[src/sv/sws_pkg.sv]
// ---------------------------------------------------------------------------
// sws_pkg
// Shared types and constants for the sliding window statistics unit.
// ---------------------------------------------------------------------------
package sws_pkg;

   localparam int SampleW = 32;
   localparam int TimeW   = 48;
   localparam int HzW     = 20;
   localparam int SpanW   = 9;
   localparam int SumW    = 41;
   localparam int CsrIdxW = 3;

   // Microseconds per second, dividend of the sampling interval
   localparam logic [HzW-1:0] UsPerSecond = 20'd1000000;

   // Configuration register indexes
   localparam logic [CsrIdxW-1:0] CSR_SAMPLING_HZ    = 3'd0;
   localparam logic [CsrIdxW-1:0] CSR_TRACKING_SPAN  = 3'd1;
   localparam logic [CsrIdxW-1:0] CSR_MODULE_ENABLED = 3'd2;
   localparam logic [CsrIdxW-1:0] CSR_PANEL_VISIBLE  = 3'd3;
   localparam logic [CsrIdxW-1:0] CSR_BACKGROUND     = 3'd4;

   // Input item function codes
   localparam logic FUNC_PUSH  = 1'b0;
   localparam logic FUNC_CLEAR = 1'b1;

   typedef struct packed {
      logic                      func;
      logic signed [SampleW-1:0] sample_value;
      logic [TimeW-1:0]          time_us;
      logic                      playing;
      logic                      paused;
   } req_type;

   typedef struct packed {
      logic                      accepted;
      logic signed [SampleW-1:0] current_value;
      logic signed [SampleW-1:0] average_value;
      logic signed [SampleW-1:0] minimum_value;
      logic signed [SampleW-1:0] maximum_value;
      logic [SpanW-1:0]          sample_count;
   } rsp_type;

   // Controller to datapath commands
   typedef struct packed {
      logic clear;       // zero statistics
      logic latch;       // capture the request and start the interval division
      logic record;      // write sample, update count, sum and pointer
      logic restart;     // window does not fit the span: zero pointer, count, sum
      logic ext_update;  // fold new sample into extrema
      logic scan_start;  // begin extremum rescan
      logic scan_step;   // read one ring entry
      logic div_start;   // begin average division
      logic div_step;    // one quotient bit
      logic int_step;    // one bit of the interval division
      logic mem_rd_old;  // read entry under write pointer
      logic rsp_load;    // load result register
      logic accept_flag; // the item was recorded
   } sws_cmd_type;

   // Datapath to controller status
   typedef struct packed {
      logic gate_open;   // every condition to record holds
      logic int_done;
      logic needs_restart;
      logic was_full;
      logic old_is_ext;
      logic first_sample;
      logic scan_done;
      logic div_done;
   } sws_sts_type;

endpackage

[src/sv/sws_ctrl.sv]
// ---------------------------------------------------------------------------
// sws_ctrl
// Controller: sequences gate check, ring update, rescan and division.
// ---------------------------------------------------------------------------
module sws_ctrl (
   input  logic                 clock,
   input  logic                 reset,
   input  logic                 req_valid,
   output logic                 req_stall,
   input  logic                 req_func,
   output logic                 rsp_valid,
   input  logic                 rsp_stall,
   input  sws_pkg::sws_sts_type sts,
   output sws_pkg::sws_cmd_type cmd
);
   import sws_pkg::*;

   typedef enum logic [3:0] {
      S_IDLE, S_INTDIV, S_GATE, S_CHECK, S_READ, S_WRITE, S_EXT,
      S_SCAN, S_DIVSTART, S_DIV, S_DONE
   } state_type;

   state_type state_ff, state_in;
   logic      rsp_valid_ff, rsp_valid_in;
   logic      clr_ff, clr_in;

   logic take_req, rsp_free;
   always_comb begin
      rsp_free  = !rsp_valid_ff || !rsp_stall;
      req_stall = (state_ff != S_IDLE);
      take_req  = req_valid && !req_stall;
      rsp_valid = rsp_valid_ff;
   end

   always_comb begin
      state_in     = state_ff;
      rsp_valid_in = rsp_valid_ff && rsp_stall;
      clr_in       = clr_ff;
      cmd          = '0;
      unique case (state_ff)
         S_IDLE: begin
            if (take_req) begin
               cmd.latch = 1'b1;
               clr_in    = (req_func == FUNC_CLEAR);
               state_in  = S_INTDIV;
            end
         end
         S_INTDIV: begin
            if (clr_ff) begin
               state_in = S_DONE;
            end else if (sts.int_done) begin
               state_in = S_GATE;
            end else begin
               cmd.int_step = 1'b1;
            end
         end
         S_GATE: begin
            if (sts.gate_open) begin
               cmd.restart = sts.needs_restart;
               state_in = S_READ;
            end else begin
               state_in = S_DONE;
            end
         end
         S_READ: begin
            cmd.mem_rd_old = 1'b1;
            state_in = S_WRITE;
         end
         S_WRITE: begin
            cmd.record = 1'b1;
            state_in = S_CHECK;
         end
         S_CHECK: begin
            if (sts.was_full && sts.old_is_ext && !sts.first_sample) begin
               cmd.scan_start = 1'b1;
               state_in = S_SCAN;
            end else begin
               state_in = S_EXT;
            end
         end
         S_EXT: begin
            cmd.ext_update = 1'b1;
            state_in = S_DIVSTART;
         end
         S_SCAN: begin
            if (sts.scan_done) state_in = S_DIVSTART;
            else cmd.scan_step = 1'b1;
         end
         S_DIVSTART: begin
            cmd.div_start = 1'b1;
            state_in = S_DIV;
         end
         S_DIV: begin
            if (sts.div_done) begin
               if (rsp_free) begin
                  cmd.rsp_load    = 1'b1;
                  cmd.accept_flag = 1'b1;
                  rsp_valid_in    = 1'b1;
                  state_in        = S_IDLE;
               end
            end else begin
               cmd.div_step = 1'b1;
            end
         end
         S_DONE: begin
            if (rsp_free) begin
               cmd.rsp_load = 1'b1;
               cmd.clear    = clr_ff;
               rsp_valid_in = 1'b1;
               state_in     = S_IDLE;
            end
         end
         default: state_in = S_IDLE;
      endcase
   end

   always_ff @(posedge clock) begin
      if (reset) begin
         state_ff     <= S_IDLE;
         rsp_valid_ff <= 1'b0;
         clr_ff       <= 1'b0;
      end else begin
         state_ff     <= state_in;
         rsp_valid_ff <= rsp_valid_in;
         clr_ff       <= clr_in;
      end
   end

endmodule

[config.mk]
export PLATFORM = sky130hd
export DESIGN_NAME = sws_ctrl
export DESIGN_NICKNAME = d
export VERILOG_FILES = /design/src/sv/sws_pkg.sv /design/src/sv/sws_ctrl.sv
export SDC_FILE = /design/constraint.sdc
export NUM_CORES = 1
export LEC_CHECK = 0
export BUFFER_PORTS_ARGS = -buffer_cell sky130_fd_sc_hd__buf_2
export CAP_MARGIN = 40
export CORE_MARGIN = 1.5
export CORE_UTILIZATION = 39
export DETAILED_ROUTE_END_ITERATION = 16
export PLACE_DENSITY = 0.73
export SLEW_MARGIN = 5
export SYNTH_ARGS = -nofsm -noshare
export SYNTH_HDL_FRONTEND = slang
export SYNTH_SLANG_ARGS = --single-unit
[constraint.sdc]
create_clock -name clock -period 1.5 [get_ports clock]
set_clock_uncertainty 0.2 [all_clocks]
set_input_delay 0.225 -clock clock [delete_from_list [all_inputs] [get_ports clock]]
set_output_delay 0.225 -clock clock [all_outputs]
set_load 0.005 [all_outputs]
==> results of run 1 <==
final cells by class:
class,instances,area (um^2)
Fill cell,93,235.2
Tap cell,15,18.77
Sequential cell,6,127.6
Clock buffer,3,22.52
Timing Repair Buffer,52,361.6
Multi-Input combinational cell,58,524.3
Inverter,3,11.26
power by group through the flow:
stage / Sequential, mW / Combinational, mW / Clock [mW]
4_1_cts: 0.252 / 1.17 / 0.160
2_1_floorplan: 0.240 / 0.489 / 0
3_3_place_gp: 0.242 / 0.754 / 0
6_report: 0.254 / 1.24 / 0.157
5_1_grt: 0.256 / 1.32 / 0.168
3_5_place_dp: 0.246 / 0.777 / 0
registers in the layout, summed over array words and instances (netlist names):
name       flops
rsp_valid      1
state_ff       4
clr_ff         1
repair_timing:
item                                    CTS  global route
hold endpoints to repair                  3             0
resized for setup                        32             8
endpoints found under the setup margin   18            19
hold buffers                              1             0
setup buffers                            11             4
pin swaps                                13             9
kinds of logic (layout without fill, tap and decap cells):
kind of cell    after synthesis  after routing  share of synthesized area, %
compound gates               16             16                         20.82
simple gates                 39             39                         45.99
mux                           3              3                         5.492
buf+inv                       7             58                         5.721
flops                         6              6                         21.97
cell usage after synthesis (all sizes together):
master	count	area share [%]
nand3	1	1.8
o21ai	3	2.7
nor2	5	4.8
or2	2	2.3
nor3	6	5.5
a22o	1	1.6
and3	2	2.3
nand2	7	4.8
a211o	1	1.6
nor2b	4	4.6
a311oi	1	1.6
buf	4	3.7
nand2b	4	4.6
nor4b	1	1.6
and2b	1	1.4
nor4bb	1	1.8
a21oi	5	4.6
inv	3	2.1
a32o	1	1.8
nor4	2	6.2
and2	2	2.3
a2bb2oi	1	2.7
or4	1	2.1
mux2i	3	5.5
o211ai	1	1.4
dfxtp	6	22
o21bai	1	1.4
a22oi	1	1.4
worst max path at each step:
stage	startpoint	end	slack [ns]
finish	state_ff[3]$_SDFFE_PP0P_	cmd[11]	-0.29
global route	state_ff[3]$_SDFFE_PP0P_	cmd[7]	-0.32
CTS	state_ff[3]$_SDFFE_PP0P_	cmd[7]	-0.30
detailed placement	state_ff[2]$_SDFFE_PP0P_	state_ff[1]$_SDFFE_PP0P_	-0.10
global placement	state_ff[2]$_SDFFE_PP0P_	state_ff[1]$_SDFFE_PP0P_	-0.06
floorplan	state_ff[1]$_SDFFE_PP0P_	state_ff[1]$_SDFFE_PP0P_	-0.05
worst max-delay path, stage by stage (launching register included):
cell and delay [ns]:
dfxtp_2 0.32, or4_4 0.57, nor2_4 0.11, buf_2 0.12
metal layers:
layer	part of all wire, %	vias to the layer above
met5	0	-
met4	1.1	0
met3	6.1	4
met2	53	37
met1	39	361
li1	-	362
per-stage QoR:
step           total power [mW]  hold slack, ns  instance area, um^2  setup WS, ns
2_1_floorplan            0.7297         0.09714                548.0      -0.05412
3_3_place_gp             0.9969          0.2399                772.0      -0.05912
3_5_place_dp              1.023          0.2510                772.0       -0.1023
4_1_cts                   1.586         0.03000                 1033       -0.2998
5_1_grt                   1.743         0.08833                 1066       -0.3191
6_report                  1.650         0.06152                 1066       -0.2870
==> run metrics, run 1 <==
First DRT Iteration DRCs 10; vias 764; Die ar. about 1600 um^2; Core ar. approximately 1300 um^2; Die Height about 40 um; Worst-Skew Late Latency 0.25 ns; Internal Power about 1 mW; Max-Cap Viols 0; Hold Path End clr_ff$_SDFFE_PP0P_; Overall Global Routing Usage about 28%; drt wl/cell about 16 um; met1 GRT Util between 20 and 30%; vias in the first global route 703; GRT busiest layer met2; met3 Use GR 6.667%; Starting Density 42.02%; nets roughly 140; Synth warnings 0; synthesized flop and latch total 6; Tightest Hold Check Type input pin to flip-flop; DP HPWL ~1.3 mm; clk root buf clkbuf_4; drt drc 0; outcome finished with violations; Mapped Cells slightly above 70; Flop pwr share 15.4%; crit path capture type output port; Clock power frac under 10%; CTS Sinks 6; power per cell area 1548 nW/um^2; failing checks negative setup slack; Final Hold Vio Count 0; ratio of cells with drive above 1 in the final layout 69.67%; commonest non-fill, non-tap cells in the layout buf_2 (26), buf_4 (16), buf_6 (9); Synth cell types 30; Seq/Total Area, Yosys approximately 22%; final count of pins violating max slew 0; flop2flop setup slack -0.25 ns; final setup margin -0.2870 ns; Worst EP required 1.07 ns; commonest non-fill, non-tap cell in the layout buf_2; Finished Layout Cells about 140; WHS Path Cells 3; CTS tree done; Site Rows 13; Setup CP Type flip-flop to output port; f_max approximately 560 MHz; Ports 28; antenna violations before repair 0; diode count 0; Synth Net Count 84; setup_tns -3.848 ns; synthesized cell area between 500 and 600 um^2; Slew headroom between 80% and 90%; remaining global-route overflow 0; final wirelength roughly 2.2 mm; M2 GR Usage a little over half; gpl congestion 0.8125; DP Cell Count ~120; min Tclk post-route between 1.5 and 2 ns; area delta synth->final 94.97%; fin crit share 119.1%; CP Launch Type flip-flop; reg-to-reg startpoint state_ff[3]$_SDFFE_PP0P_; TritonCTS Buffers 3; CTS H-tree lvls 1; remaining antenna violation count 0; Finished Core Util between 80% and 90%; VDD IR-drop max roughly 850 uV; hold_sp req_func; Avg Cell Area, Syn between 7 and 8 um^2; sw power roughly 0.66 mW; Leak just under 0.5 nW; Clk pin slew, worst setup/hold paths 0.05 ns; CTS max path bufs 2; Vias/cell approximately 5.6; router iterations before antenna repair 4; RSZ-0062 raised after global routing true; worst-path fanout max 3; Data arrival, critical path 1.36 ns; first-pass GRT wire length 2.967 mm; Switching Share 40.08%; chip width 40.45 um; pin slew with the least headroom to its limit roughly 0.28 ns; largest net degree at the start of global routing 12; PortBufs 27; combinational power share about three quarters; r2r endpoint state_ff[1]$_SDFFE_PP0P_; setup violators final 18; cells on worst reg2reg path 5
Power figures use the tool's default switching activity.
==> run 2: changes to the inputs <==
Settings changed: CORE_MARGIN 1.5 to not set, SKIP_LAST_GASP set to 1.
==> run metrics, run 2 (synthesis gave the netlist of run 1 again) <==
Die Height 39.45 um (was 40.45 um); failing checks negative setup slack (unchanged); Slew headroom 72.47% (was 81.06%); Worst-Skew Late Latency 0.26 ns (was 0.25 ns); Internal Power 1.092 mW (was 0.9889 mW); Site Rows 13 (unchanged); TritonCTS Buffers 3 (unchanged); Finished Core Util 86.54% (was 81.92%); Flop pwr share 14.8% (was 15.4%); remaining antenna violation count 0 (unchanged); vias 799 (was 764); first-pass GRT wire length 3.491 mm (was 2.967 mm); Leak 0.5335 nW (was 0.4961 nW); outcome finished with violations (unchanged); gpl congestion 0.8216 (was 0.8125); RSZ-0062 raised after global routing true (unchanged); Switching Share 40.03% (was 40.08%); clk root buf clkbuf_4 (unchanged); ratio of cells with drive above 1 in the final layout 68.99% (was 69.67%); CTS max path bufs 2 (unchanged); Slowest-stage cell, CP or4_4 (unchanged); cells on worst reg2reg path 5 (unchanged); register with the most flip-flops state_ff (unchanged); antenna violations before repair 0 (unchanged); Core ar. 1301 um^2 (unchanged); fin crit share 121.0% (was 119.1%); final count of pins violating max slew 0 (unchanged); VDD IR-drop max 940.1 uV (was 847.4 uV); DP HPWL 1.268 mm (was 1.315 mm); setup violators final 19 (was 18); power per cell area 1617 nW/um^2 (was 1548 nW/um^2); worst-path fanout max 3 (unchanged); PortBufs 27 (unchanged); Clk pin slew, worst setup/hold paths 0.05 ns (about the same); Overall Global Routing Usage 35.69% (was 27.59%); Starting Density 42.02% (unchanged); final wirelength 2.469 mm (was 2.168 mm); critical path cell sequence or4_4 > nor2_4 > buf_2 (unchanged); f_max 550.8 MHz (was 559.6 MHz); Worst EP required 1.07 ns (about the same); commonest non-fill, non-tap cell in the layout buf_2 (unchanged); Die ar. 1556 um^2 (was 1636 um^2); Max-Cap Viols 0 (unchanged); largest net degree at the start of global routing 8 (was 12); Tightest Hold Check Type input pin to flip-flop (unchanged); largest stage delay on the critical path 0.57 ns (about the same); chip width 39.45 um (was 40.45 um); drt wl/cell 17.15 um (was 15.82 um); router iterations before antenna repair 6 (was 4); Ports 28 (unchanged); worst slack, placed -0.09399 ns (was -0.1023 ns); CTS Sinks 6 (unchanged); diode count 0 (unchanged); Data arrival, critical path 1.39 ns (was 1.36 ns); WHS Path Cells 3 (unchanged); crit path capture type output port (unchanged); Setup CP Type flip-flop to output port (unchanged); sw power 0.7289 mW (was 0.6615 mW); pin slew with the least headroom to its limit 0.4072 ns (was 0.2818 ns); max reg flops 4 (unchanged); min Tclk post-route 1.816 ns (was 1.787 ns); drt drc 0 (unchanged); CP Launch Type flip-flop (unchanged); CTS tree done (unchanged); Final Hold Vio Count 0 (unchanged); CTS H-tree lvls 1 (unchanged); vias in the first global route 715 (was 703); commonest non-fill, non-tap cells in the layout buf_2 (27), buf_4 (17), buf_6 (14) (was buf_2 (26), buf_4 (16), buf_6 (9)); First DRT Iteration DRCs 23 (was 10); nets 144 (was 137); Vias/cell 5.549 (was 5.577); area delta synth->final 105.9% (was 94.97%); Clock power frac 9.0% (was 9.5%); combinational power share 76.1% (was 75.1%); final setup margin -0.3157 ns (was -0.2870 ns); remaining global-route overflow 0 (unchanged)
[run 2: cell type report]
cell class              count  area, um^2
multi-input cells          58       515.5
well taps                  15       18.77
clock buffers               3       22.52
fillers                    76       175.2
flip-flops and latches      6       127.6
inverters                   3       11.26
repair buffers             59       430.4
[run 2: what timing repair did]
item / 4_1_cts / 5_1_grt
hold buffers: 1 / 0
setup endpoints to repair: 18 / 19
endpoints found under the hold margin: 3 / 0
pin swaps: 14 / 9
setup buffers: 16 / 4
gates resized for setup: 31 / 12
[run 2: power groups by stage]
stage | sequential [mW] | clock, mW | combinational (mW)
finish | 0.270 | 0.165 | 1.39
global placement | 0.247 | 0 | 0.749
global route | 0.273 | 0.169 | 1.46
CTS | 0.251 | 0.150 | 1.22
detailed placement | 0.247 | 0 | 0.777
floorplan | 0.240 | 0 | 0.489
[run 2: critical path, delay by kind of cell, from the launching register on]
family                 cells  cell delay, ns
AND/OR/NAND/NOR            2            0.69
flip-flops                 1            0.33
buffers and inverters      1            0.12
[run 2: path summary, 6_finish.rpt]
check	startpoint	end	slack (ns)
worst min-delay path	req_func	clr_ff$_SDFFE_PP0P_	0.06
worst min register to register	state_ff[0]$_SDFFE_PP0P_	state_ff[0]$_SDFFE_PP0P_	0.44
worst max register to register	state_ff[3]$_SDFFE_PP0P_	state_ff[1]$_SDFFE_PP0P_	-0.24
worst max-delay path	state_ff[3]$_SDFFE_PP0P_	cmd[11]	-0.32
[run 2: stage by stage]
stage	hold slack (ns)	setup TNS [ns]	cells	power, mW	cell area, um^2
floorplan	0.09714	-0.1269	71	0.7297	548.0
global placement	0.2364	-0.1481	121	0.9962	772.0
detailed placement	0.2443	-0.3906	121	1.024	772.0
CTS	0.02676	-3.631	141	1.621	1059
global route	0.06499	-4.249	144	1.901	1126
finish	0.05916	-3.609	144	1.821	1126
[run 2: layer usage]
layer	wire length (um)	track usage, %	part of all wire (%)
met3	188	8.523	7.6
met2	1212	63.11	49
met5	0	0	0
met4	123	19.83	5.0
met1	945	37.88	38
